<file path="src/hdl/glmd_pkg.sv">
// Types and constants of the grid local minimum detector.
// No dependencies; imported by every module of the block but glmd_ram.
package glmd_pkg;

    localparam int HEIGHT_W    = 4;
    localparam int FIELD7_W    = 7;
    localparam int SUM_W       = 18;
    localparam int CFG_W       = 8;
    localparam int IN_TDATA_W  = 8;
    localparam int OUT_TDATA_W = 40;

    localparam logic [SUM_W-1:0]    SUM_MAX    = 18'h3FFFF;
    localparam logic [FIELD7_W-1:0] FIELD7_MAX = 7'd127;
    localparam logic [CFG_W-1:0]    WIDTH_RST  = 8'd128;

    localparam logic ACT_CELL  = 1'b0;
    localparam logic ACT_FLUSH = 1'b1;

    typedef struct packed {
        logic                is_minimum;
        logic [HEIGHT_W-1:0] cell_height;
        logic [FIELD7_W-1:0] cell_column;
        logic [FIELD7_W-1:0] cell_row;
        logic [SUM_W-1:0]    risk_sum;
    } t_result;

endpackage

</file>
<file path="src/hdl/glmd_ram.sv">
// Generic RAM: one write port, two read ports, registered read data.
// No dependencies.
module glmd_ram #(
    parameter int W     = 8,
    parameter int DEPTH = 128
) (
    input  logic                     i_clk,
    input  logic                     i_we,
    input  logic [$clog2(DEPTH)-1:0] i_waddr,
    input  logic [W-1:0]             i_wdata,
    input  logic [$clog2(DEPTH)-1:0] i_raddr_a,
    input  logic [$clog2(DEPTH)-1:0] i_raddr_b,
    output logic [W-1:0]             o_rdata_a,
    output logic [W-1:0]             o_rdata_b
);

    logic [W-1:0] r_mem [DEPTH];
    logic [W-1:0] r_rdata_a;
    logic [W-1:0] r_rdata_b;

    always_ff @(posedge i_clk) begin
        if (i_we) begin
            r_mem[i_waddr] <= i_wdata;
        end
        r_rdata_a <= r_mem[i_raddr_a];
        r_rdata_b <= r_mem[i_raddr_b];
    end

    assign o_rdata_a = r_rdata_a;
    assign o_rdata_b = r_rdata_b;

endmodule

</file>
<file path="src/hdl/glmd_core.sv">
// Cell state, neighbour compares and risk sum of the local minimum detector.
// Depends on glmd_pkg; drives the line store held in glmd_ram.
module glmd_core #(
    parameter int MAX_WIDTH = 128,
    parameter int MAX_ROWS  = 128
) (
    input  logic                          i_clk,
    input  logic                          i_rst_n,
    input  logic                          i_cfg_we,
    input  logic [glmd_pkg::CFG_W-1:0]    i_cfg_data,
    input  logic                          i_accept,
    input  logic                          i_action,
    input  logic [glmd_pkg::HEIGHT_W-1:0] i_height,
    output logic                          o_res_valid,
    output glmd_pkg::t_result             o_res,
    output logic                          o_ram_we,
    output logic [$clog2(MAX_WIDTH)-1:0]  o_ram_waddr,
    output logic [7:0]                    o_ram_wdata,
    output logic [$clog2(MAX_WIDTH)-1:0]  o_ram_raddr_a,
    output logic [$clog2(MAX_WIDTH)-1:0]  o_ram_raddr_b,
    input  logic [7:0]                    i_ram_rdata_a,
    input  logic [7:0]                    i_ram_rdata_b
);
    import glmd_pkg::*;

    localparam int CW  = $clog2(MAX_WIDTH);
    localparam int RW  = $clog2(MAX_ROWS);
    localparam int MW  = (CW > RW) ? CW : RW;
    localparam int XW  = ((MW > CFG_W) ? MW : CFG_W) + 2;

    logic [CW-1:0]       r_col, n_col;
    logic [RW-1:0]       r_row, n_row;
    logic                r_flush, n_flush;
    logic [HEIGHT_W-1:0] r_left, n_left;
    logic [SUM_W-1:0]    r_sum, n_sum;
    logic [CFG_W-1:0]    r_width;
    logic                r_byp_a, r_byp_b;
    logic [7:0]          r_byp_data;

    logic [HEIGHT_W-1:0] center, up, right;
    logic [XW-1:0]       cx, col_inc, wr, wx, rx, row_res;
    logic                last_col, has_left, has_right, has_up, has_down, ok;
    logic [SUM_W:0]      sum_raw;
    logic [SUM_W-1:0]    sum_sat;
    logic                cell_go, flush_go, emit;
    logic [CW-1:0]       raddr_b;

    // read data bypass for a write to the address read at the same edge
    assign center = r_byp_a ? r_byp_data[3:0] : i_ram_rdata_a[3:0];
    assign up     = r_byp_a ? r_byp_data[7:4] : i_ram_rdata_a[7:4];
    assign right  = r_byp_b ? r_byp_data[3:0] : i_ram_rdata_b[3:0];

    assign cx      = XW'(r_col);
    assign col_inc = cx + XW'(1);
    assign wr      = XW'(r_width);
    assign wx      = (r_width == '0) ? XW'(1) :
                     (wr > XW'(MAX_WIDTH)) ? XW'(MAX_WIDTH) : wr;
    assign last_col = (col_inc >= wx);
    assign rx       = XW'(r_row);
    assign row_res  = rx - XW'(1);

    assign has_left  = (r_col != '0);
    assign has_right = !last_col;
    assign has_up    = (rx >= XW'(2));
    assign has_down  = (i_action == ACT_CELL);

    assign ok = (!has_left  || (r_left   > center)) &&
                (!has_right || (right    > center)) &&
                (!has_up    || (up       > center)) &&
                (!has_down  || (i_height > center));

    assign sum_raw = {1'b0, r_sum} + (SUM_W+1)'(center) + (SUM_W+1)'(1);
    assign sum_sat = (sum_raw > {1'b0, SUM_MAX}) ? SUM_MAX : sum_raw[SUM_W-1:0];

    assign cell_go  = i_accept && (i_action == ACT_CELL) && !r_flush;
    assign flush_go = i_accept && (i_action == ACT_FLUSH) &&
                      (r_flush || ((r_col == '0) && (r_row != '0)));
    assign emit     = (cell_go && (r_row != '0)) || flush_go;

    always_comb begin
        n_col   = r_col;
        n_row   = r_row;
        n_flush = r_flush;
        n_left  = r_left;
        n_sum   = r_sum;
        if (emit) begin
            n_left = center;
            if (ok) begin
                n_sum = sum_sat;
            end
        end
        if (cell_go) begin
            if (last_col) begin
                n_col = '0;
                if (r_row != RW'(MAX_ROWS - 1)) begin
                    n_row = r_row + RW'(1);
                end
            end else begin
                n_col = col_inc[CW-1:0];
            end
        end
        if (flush_go) begin
            n_flush = 1'b1;
            if (last_col) begin
                n_col   = '0;
                n_row   = '0;
                n_flush = 1'b0;
                n_left  = '0;
                n_sum   = '0;
            end else begin
                n_col = col_inc[CW-1:0];
            end
        end
    end

    assign raddr_b = (n_col == CW'(MAX_WIDTH - 1)) ? '0 : n_col + CW'(1);

    assign o_ram_we      = cell_go;
    assign o_ram_waddr   = r_col;
    assign o_ram_wdata   = {center, i_height};
    assign o_ram_raddr_a = n_col;
    assign o_ram_raddr_b = raddr_b;

    assign o_res_valid       = emit;
    assign o_res.is_minimum  = ok;
    assign o_res.cell_height = center;
    assign o_res.cell_column = (cx > XW'(FIELD7_MAX)) ? FIELD7_MAX : cx[FIELD7_W-1:0];
    assign o_res.cell_row    = (row_res > XW'(FIELD7_MAX)) ? FIELD7_MAX :
                               row_res[FIELD7_W-1:0];
    assign o_res.risk_sum    = ok ? sum_sat : r_sum;

    always_ff @(posedge i_clk) begin
        if (!i_rst_n) begin
            r_col   <= '0;
            r_row   <= '0;
            r_flush <= 1'b0;
            r_left  <= '0;
            r_sum   <= '0;
            r_width <= WIDTH_RST;
            r_byp_a <= 1'b0;
            r_byp_b <= 1'b0;
        end else begin
            r_col   <= n_col;
            r_row   <= n_row;
            r_flush <= n_flush;
            r_left  <= n_left;
            r_sum   <= n_sum;
            if (i_cfg_we) begin
                r_width <= i_cfg_data;
            end
            r_byp_a <= cell_go && (n_col == r_col);
            r_byp_b <= cell_go && (raddr_b == r_col);
        end
    end

    always_ff @(posedge i_clk) begin
        r_byp_data <= {center, i_height};
    end

endmodule

</file>
<file path="src/hdl/glmd_outq.sv">
// Two-entry result queue in front of the master port.
// Depends on glmd_pkg for the result type.
module glmd_outq (
    input  logic              i_clk,
    input  logic              i_rst_n,
    input  logic              i_push,
    input  glmd_pkg::t_result i_data,
    output logic              o_space,
    output logic              o_valid,
    input  logic              i_ready,
    output glmd_pkg::t_result o_data
);
    import glmd_pkg::*;

    t_result    r_q [2];
    logic [1:0] r_cnt;
    logic       pop;
    logic [1:0] wpos;

    assign pop     = (r_cnt != 2'd0) && i_ready;
    assign wpos    = r_cnt - {1'b0, pop};
    assign o_space = (r_cnt != 2'd2);
    assign o_valid = (r_cnt != 2'd0);
    assign o_data  = r_q[0];

    always_ff @(posedge i_clk) begin
        if (!i_rst_n) begin
            r_cnt <= 2'd0;
        end else begin
            r_cnt <= r_cnt + {1'b0, i_push} - {1'b0, pop};
        end
    end

    always_ff @(posedge i_clk) begin
        if (i_push && (wpos == 2'd0)) begin
            r_q[0] <= i_data;
        end else if (pop) begin
            r_q[0] <= r_q[1];
        end
        if (i_push && (wpos == 2'd1)) begin
            r_q[1] <= i_data;
        end
    end

endmodule

</file>
<file path="src/hdl/grid_local_minimum_detector_unit.sv">
// Top level of the grid local minimum detector.
// Depends on glmd_pkg, glmd_ram, glmd_core and glmd_outq.
//
//  channel  dir  handshake                  payload
//  s        in   i_s_tvalid / o_s_tready    tuser: action, tdata: height
//  m        out  o_m_tvalid / i_m_tready    tuser: is_minimum, tdata: result
//  cfg      in   i_cfg_valid / o_cfg_ready  i_cfg_data: row_width
//
// One beat per clock sustained while the result queue has space; each result is
// registered in the result queue before it leaves. The line store is a two-read-port
// RAM read one column ahead of the column being updated.
// Synchronous active-low reset; no clearing pass, the line store is unused until written.
// The two-entry result queue keeps o_s_tready high while one result waits.
module grid_local_minimum_detector_unit #(
    parameter int MAX_WIDTH = 128,
    parameter int MAX_ROWS  = 128
) (
    input  logic                             i_clk,
    input  logic                             i_rst_n,
    input  logic                             i_s_tvalid,
    output logic                             o_s_tready,
    input  logic [glmd_pkg::IN_TDATA_W-1:0]  i_s_tdata,  // [3:0] height
    input  logic                             i_s_tuser,  // [0] action
    output logic                             o_m_tvalid,
    input  logic                             i_m_tready,
    output logic [glmd_pkg::OUT_TDATA_W-1:0] o_m_tdata,  // cell_height, cell_column,
                                                         // cell_row, risk_sum
    output logic                             o_m_tuser,  // [0] is_minimum
    input  logic                             i_cfg_valid,
    output logic                             o_cfg_ready,
    input  logic [glmd_pkg::CFG_W-1:0]       i_cfg_data
);
    import glmd_pkg::*;

    localparam int CW = $clog2(MAX_WIDTH);

    logic          accept;
    logic          space;
    logic          res_valid;
    t_result       res;
    t_result       head;
    logic          ram_we;
    logic [CW-1:0] ram_waddr, ram_raddr_a, ram_raddr_b;
    logic [7:0]    ram_wdata, ram_rdata_a, ram_rdata_b;

    assign o_cfg_ready = 1'b1;
    assign o_s_tready  = space;
    assign accept      = i_s_tvalid && space;

    glmd_ram #(
        .W     (8),
        .DEPTH (MAX_WIDTH)
    ) u_ram (
        .i_clk     (i_clk),
        .i_we      (ram_we),
        .i_waddr   (ram_waddr),
        .i_wdata   (ram_wdata),
        .i_raddr_a (ram_raddr_a),
        .i_raddr_b (ram_raddr_b),
        .o_rdata_a (ram_rdata_a),
        .o_rdata_b (ram_rdata_b)
    );

    glmd_core #(
        .MAX_WIDTH (MAX_WIDTH),
        .MAX_ROWS  (MAX_ROWS)
    ) u_core (
        .i_clk         (i_clk),
        .i_rst_n       (i_rst_n),
        .i_cfg_we      (i_cfg_valid),
        .i_cfg_data    (i_cfg_data),
        .i_accept      (accept),
        .i_action      (i_s_tuser),
        .i_height      (i_s_tdata[HEIGHT_W-1:0]),
        .o_res_valid   (res_valid),
        .o_res         (res),
        .o_ram_we      (ram_we),
        .o_ram_waddr   (ram_waddr),
        .o_ram_wdata   (ram_wdata),
        .o_ram_raddr_a (ram_raddr_a),
        .o_ram_raddr_b (ram_raddr_b),
        .i_ram_rdata_a (ram_rdata_a),
        .i_ram_rdata_b (ram_rdata_b)
    );

    glmd_outq u_outq (
        .i_clk   (i_clk),
        .i_rst_n (i_rst_n),
        .i_push  (res_valid),
        .i_data  (res),
        .o_space (space),
        .o_valid (o_m_tvalid),
        .i_ready (i_m_tready),
        .o_data  (head)
    );

    assign o_m_tuser = head.is_minimum;
    assign o_m_tdata = {4'b0000, head.risk_sum, head.cell_row, head.cell_column,
                        head.cell_height};

endmodule

</file>
<file path="config.mk">
export PLATFORM = sky130hd
export DESIGN_NAME = grid_local_minimum_detector_unit
export DESIGN_NICKNAME = d
export VERILOG_FILES = /design/src/hdl/glmd_pkg.sv /design/src/hdl/glmd_ram.sv /design/src/hdl/glmd_core.sv /design/src/hdl/glmd_outq.sv /design/src/hdl/grid_local_minimum_detector_unit.sv
export SDC_FILE = /design/constraint.sdc
export NUM_CORES = 2
export LEC_CHECK = 0
export BUFFER_PORTS_ARGS = -buffer_cell sky130_fd_sc_hd__buf_2
export CELL_PAD_IN_SITES_DETAIL_PLACEMENT = 1
export CELL_PAD_IN_SITES_GLOBAL_PLACEMENT = 2
export CORE_MARGIN = 5
export CORE_UTILIZATION = 41
export DETAILED_ROUTE_END_ITERATION = 8
export GPL_TIMING_DRIVEN = 0
export PLACE_DENSITY = 0.79
export SETUP_SLACK_MARGIN = 0.2
export SLEW_MARGIN = 25
export SYNTH_ARGS = -nofsm -noshare
export SYNTH_HDL_FRONTEND = slang
export SYNTH_SLANG_ARGS = --single-unit
</file>
<file path="constraint.sdc">
create_clock -name i_clk -period 5.75 [get_ports i_clk]
set_input_delay 0.8625 -clock i_clk [delete_from_list [all_inputs] [get_ports i_clk]]
set_output_delay 0.8625 -clock i_clk [all_outputs]
set_load 0.005 [all_outputs]
</file>
; ---- Word level (Yosys, flattened, before mapping)
; Memory sizes are Yosys's and may differ from the RTL's. A register that Yosys moved wholly into a read port is not among the register bits.
; Cells that the tools add are included.
; W data, S select, Z words.
[totals]
regBits = 57
latch_bits = 0
ramBits = 1098
rom_bits = 0
input_bits = 22
wordCells = 108
n_memories = 2
[op_classes]
add_sub_neg = 9
mul = 0
n_div = 0
magnitude_cmp = 10
eq_ne = 6
n_shift = 0
mux = 38
bitwise_logic = 2
n_reduce_logical = 31
[mem_list]
columns = name, depth, word_bits, read_ports, rd_clocked_by_memory_dff, wr, line
row1 = u_ram.r_mem, 128, 8, 2, 2, 1, glmd_ram.sv:17  ; logic [W-1:0] r_mem [DEPTH];
row2 = u_outq.r_q, 2, 37, 2, 0, 1, glmd_outq.sv:15  ; t_result r_q [2];
[ops]
columns = op, n
row1 = $mux W18, 5
row2 = $mux W7, 11
row3 = $mux W37, 2
row4 = $reduce_or A37 Y1, 1
row5 = $mux W4, 6
row6 = $add A18 B4 Y19, 1
row7 = $add A19 B1 Y19 const B, 1
row8 = $gt A19 B18 Y1 const B, 1
row9 = $gt A4 B4 Y1, 4
row10 = $logic_and A1 B1 Y1, 15
row11 = $add A7 B1 Y7 const B, 2
row12 = $eq A7 B7 Y1, 2
row13 = $reduce_bool A7 Y1, 2
row14 = $mux W1, 12
row15 = $ge A10 B10 Y1, 1
row16 = $gt A10 B7 Y1 const B, 1
row17 = $mux W10, 1
row18 = $add A7 B1 Y8 const B, 1
row19 = $gt A8 B8 Y1 const B, 1
row20 = $logic_not A8 Y1, 1
row21 = $mux W8, 1
row22 = $sub A7 B1 Y8 const B, 1
row23 = $eq A7 B7 Y1 const B, 1
row24 = $ge A7 B2 Y1 const B, 1
row25 = other kinds (13), 21

; ---- Depth between registers and ports, before layout
[logic_depth]
depth_word = 12
ltp_mapped = 27

; ---- Cells and area by module
; A second synthesis with hierarchy kept.
[unflattened]
cells_unflattened = 2780
area_unflattened_um2 = 55515.7
[by_module_without_submodules]
columns = module, instances, cells_per_inst, area_per_inst_um2, seq_area_each_um2
row1 = glmd_ram, 1, 2063, 47848.4, 31069.8
row2 = glmd_core, 1, 535, 4312.9, 1101.1
row3 = glmd_outq, 1, 174, 3303.2, 2262.2
row4 = grid_local_minimum_detector_unit, 1, 8, 51.3, 0.0

; ---- Worst setup path before layout
; No wires, ideal clock.
[synth_timing]
path_type = register to register
start = reg u_core.r_col[3], in the netlist u_core.o_ram_waddr[3]
end = reg u_ram.r_rdata_b[2], in the netlist u_ram.o_rdata_b[2], read port of u_ram.r_mem
arrival_ns = 5.927
t_required_ns = 5.635
setup_slack_ns = -0.292
path_stages_with_launch = 26
path_cell_list = dfxtp_1 -> clkbuf_1 -> clkbuf_1 -> and2_0 -> nand3_1 -> nor2_1 -> ha_1 -> nand2_1 -> o21ai_1 -> a21o_1 -> nor2_2 -> a21oi_2 -> inv_2 -> buf_2 -> buf_2 -> buf_2 -> ha_1 -> clkbuf_1 -> buf_1 -> clkbuf_1 -> mux4_2 -> mux2i_1 -> o22ai_1 -> nor4_1 -> o21ai_1 -> and2_1
[synth_via]
elab_chain_len = 7
word_cells_on_any_way = 12
classes_between = add/sub (2) / order compare (1) / eq/ne (1) / mux (4) / reduce/logical (4)
[synth_rtl]
columns = element, line
row1 = "start, declared", glmd_core.sv:31  ; logic [CW-1:0] r_col, n_col;
row2 = "start signal, assigned", glmd_core.sv:143  ; r_col <= n_col;
row3 = $add A7 B1 Y8 or $logic_not A7 Y1 (tied branches), "glmd_core.sv:54, glmd_core.sv:77"
row4 = $ge A10 B10 Y1 or $logic_and A1 B1 Y1 (tied branches), "glmd_core.sv:58, glmd_core.sv:77"
row5 = $mux W7 or $logic_or A1 B1 Y1 (tied branches), "glmd_core.sv:93, glmd_core.sv:104, glmd_core.sv:77"
row6 = $mux W7 or $logic_and A1 B1 Y1 (tied branches), "glmd_core.sv:92, glmd_core.sv:76"
row7 = $mux W7 *, glmd_core.sv:102  ; if (flush_go) begin
row8 = named net ram_raddr_a[0], grid_local_minimum_detector_unit.sv:43  ; logic [CW-1:0] ram_waddr, ram_raddr_a, ram_raddr_b;
row9 = $add A7 B1 Y7 or $eq A7 B7 Y1 (tied branches), glmd_core.sv:116  ; assign raddr_b = (n_col == CW'(MAX_WIDTH - 1)) ? '0 : n_col + CW'(1);
row10 = $mux W7 *, glmd_core.sv:116
row11 = "end, declared", glmd_ram.sv:19  ; logic [W-1:0] r_rdata_b;
; Mark *: on every way through the listed nets, which the timed path passes. The rest lies on a longest branch.
; A chain may end at the register's enable or synchronous reset.

; ---- Worst setup path in the final report
[layout_timing]
start = reg u_core.r_col[0], in the netlist u_core.o_ram_waddr[0]
end = mem u_ram.r_mem[37][0] (enable)
[layout_lines]
columns = element, line
row1 = "end, declared", glmd_ram.sv:17
; No word-level cell before the write port.

==> summary.txt <==
Logic synthesis
  • Most used DFF post-synth: edfxtp_1
  • Gate Count Post-Synth: 4,214
  • Post-synthesis sequential area ratio: 0.6383
  • Area of the mapped netlist: 53,820 sq um
  • Async set-or-reset flop fraction in the synthesized netlist: 0
  • Count of flip-flops with a built-in enable after synthesis: 1,098
  • Count of distinct cell types in the synthesized netlist: 78
  • Syn_area_per_cell: 12.77 sq um
  • Yosys warning total: 0
  • Post-synthesis register bit count: 1,167

Global routing
  • Antenna violations before repair: 17
  • Pin count of the biggest net entering global routing: 97
  • Via count of the first global-routing pass: 40,580
  • Global route total overflow: 0
  • Global-route wire length before repair: 338,400 um
  • Overall global routing resource usage: 0.3579

Clocking
  • Clock sink count: 1,167
  • Hold buffer count at CTS: 0
  • Worst skew pair latency: 0.81 ns
  • Buffer cell driving the clock tree root: clkbuf_16
  • Clock tree from TritonCTS: built
  • Num CTS Buffers: 134
  • Buffer depth of the longest clock path: 3
  • H-tree depth: 4
  • Clock-pin slew of the registers on the worst-case setup and hold paths: 0.06 ns

Layout
  • Net count reported at finish: 4,550
  • Most common library cell in the layout ignoring fill and taps: edfxtp_1
  • Fillcell total: 13,240
  • Highest-count cells in the layout ignoring fill and taps: edfxtp_1 (1,098), nand2_1 (726), mux2i_1 (254)
  • Layout Area Growth over Synthesis: 18.57%
  • Non-Filler Cell Area, Final: 63,820 sq um
  • Share of post-route cells with drive strength above 1: 0.1988

Placement
  • Area post-placement: 56,930 sq um
  • HPWL after detailed placement: 178,100 um
  • Total of buffers placed on input and output ports: 55
  • Routability cong.: 1.050

Pwr
  • Total power: 24.30 mW
  • P_leak: 21.25 nW
  • Power density normalized to cell area: 380.7 nW/um^2
  • IR drop worst, VDD: 0.0003519 V

Routing
  • DR vias/cell: 6.636
  • Number of vias after detailed routing: 42,200
  • Residual DRC count: 0
  • Number of DRC markers after the initial detailed-route iteration: 6,196
  • Final ANT Viol Nets: 0
  • Pre-antenna DRT Iters: 6
  • Final wirelength: 253,100 um
  • Routed WL per cell: 39.81 um

Floorplanning
  • Die Height: 372.3 um
  • Area of the core region: 131,000 sq um
  • Count of standard-cell rows: 133
  • Die area: 138,600 sq um
  • Number of I/O pins: 66
  • Effective utilization at floorplan: 0.4110
  • Chip width: 372.3 um

Run status
  • Status: complete, no violations

Worst setup path
  • Cell with the biggest individual delay on the critical path: nand4_1
  • Kind of cell adding the most delay to the critical path: buffers and inverters
  • Critical path start-end classification: reg -> reg
  • Required time worst endpoint: 6.15 ns
  • Buf+Inv Stages, Crit Path: 5
  • Worst setup EP type: register
  • Worst path arrival time: 6.14 ns
  • CP peak stage delay: 1.31 ns
  • Type of element launching the critical path: register
  • Cell Chain, Critical Path: clkbuf_8 > buf_4 > clkbuf_1 > clkbuf_1 > nand4_1 > clkbuf_2 > nor2_1
  • Max Fanout on Critical Path: 10
  • Most repeated library cell on the critical path: clkbuf_1

STA
  • Final-report hold violation count: 0
  • Setup repair after global routing missed its margin: yes
  • Worst clock skew on the final layout: 0.02632 ns
  • Relative slew slack: 0.1141
  • Crit share post-route: 0.9988
  • Final Max Slew Viols: 0
  • Final setup violation count: 0
  • Maximum clock frequency: 0.1741 GHz
  • Final critical path time including I/O delays and setup: 5.743 ns
  • Slew @ Worst Pin: 1.325 ns

Min path
  • Type of the worst min-delay path: in -> reg

Flow run
  • Max Cap Viol: 0
## area by class of cell
cell class / instances / area [sq um] / area share
sequential: 1167 / 34360 / 0.5384
multi-input combinational: 2662 / 18950 / 0.2970
clock buffer: 181 / 3676 / 0.05760
buffer: 343 / 2404 / 0.03766
tap: 1755 / 2196 / 0.03441
timing repair buffer: 138 / 1408 / 0.02206
clock inverter: 63 / 599.3 / 0.009391
inverter: 43 / 198.9 / 0.003117
antenna: 6 / 15.01 / 0.0002353
timing repair inverter: 1 / 7.507 / 0.0001176
## through the flow
step                hold WS (ns)  std cells  setup TNS [ns]    util  worst slack (ns)
floorplan                 0.4534       4217               0       -            0.2001
finish                    0.3015       6359               0  0.4873          0.007114
CTS                       0.2709       6319               0  0.4810            0.1215
global placement          0.4695       6027         -348.73  0.4301            -5.714
detailed placement        0.4755       6044         -105.35  0.4347            -5.683
global route              0.3151       6353               0  0.4872            0.1602
## synthesized netlist by cell type (107+ instances only)
library cell	count	share of area
nand3_1	143	0.013
mux2i_1	269	0.050
a31oi_1	123	0.014
a211oi_1	110	0.015
nor2b_1	109	0.013
edfxtp_1	1098	0.61
o221ai_1	109	0.018
nor2_1	233	0.016
nand2_1	729	0.051
a21oi_1	180	0.017
mux4_2	107	0.045
clkbuf_1	153	0.011
buf_2	120	0.011
## worst paths after layout
check        slack, ns                              to  depth (start not counted)                        startpoint
max reg2reg      0.007    u_ram.r_mem[37][0]$_DFFE_PP_                          7  u_core.o_ram_waddr[0]$_SDFF_PN0_
min               0.30  u_core.r_width[7]$_SDFFE_PN1P_                          3                     i_cfg_data[7]
max              0.007    u_ram.r_mem[37][0]$_DFFE_PP_                          7  u_core.o_ram_waddr[0]$_SDFF_PN0_
min reg2reg       0.48      u_core.r_sum[3]$_SDFF_PN0_                          2        u_core.r_sum[3]$_SDFF_PN0_
## logic make-up (layout without fill, tap and decap cells)
logic type | count (synthesis) | after routing | synth area share
xor+xnor | 36 | 36 | 0.006556
compound gates | 767 | 767 | 0.09799
flops | 1167 | 1167 | 0.6383
other cells | 2 | 11 | 0.0001395
simple gates | 1429 | 1429 | 0.1170
mux | 387 | 387 | 0.09738
fa+ha+maj | 38 | 38 | 0.008973
buf+inv | 388 | 769 | 0.03364
## where the power goes
group          internal (mW)  total [mW]  switching [mW]
clock network           4.90        8.54            3.64
registers               9.71        9.76          0.0489
logic                   1.86        5.99            4.13
## worst register-to-register path, cell delays in order, from the launching register on
cell      delay (ns)
dfxtp_4         0.37
clkbuf_8        0.16
buf_4           0.21
clkbuf_1        0.70
clkbuf_1        0.92
nand4_1         1.32
clkbuf_2        0.71
nor2_1          0.95
## sequential cells by signal, indices dropped and copies added, names as in the netlist, 7 cells and up
| name | count |
|---|---|
| u_ram.r_mem | 1024 |
| u_outq.r_q | 74 |
| u_core.r_sum | 18 |
| u_core.r_byp_data | 8 |
| u_core.r_width | 8 |
| u_ram.o_rdata_a | 8 |
| u_core.o_ram_waddr | 7 |
| u_core.r_row | 7 |
## per-layer routing
metal | share of wire | wire length, um | global-route usage | up-vias
li1 | - | - | - | 16660
met1 | 0.37 | 94370 | 0.4553 | 21680
met2 | 0.42 | 106300 | 0.5194 | 3101
met3 | 0.13 | 32440 | 0.1269 | 749
met4 | 0.079 | 19990 | 0.2285 | 6
met5 | 0.00013 | 34 | 0 | -
## timing repair
| action | CTS | global route |
|---|---|---|
| gates cloned | 2 | 3 |
| gates resized for setup | 353 | 115 |
| setup buffers | 30 | 32 |
| endpoints found under the setup margin | 113 | 34 |
| pin swaps | 22 | 25 |
Note: power is estimated with default switching activity, not from simulation.
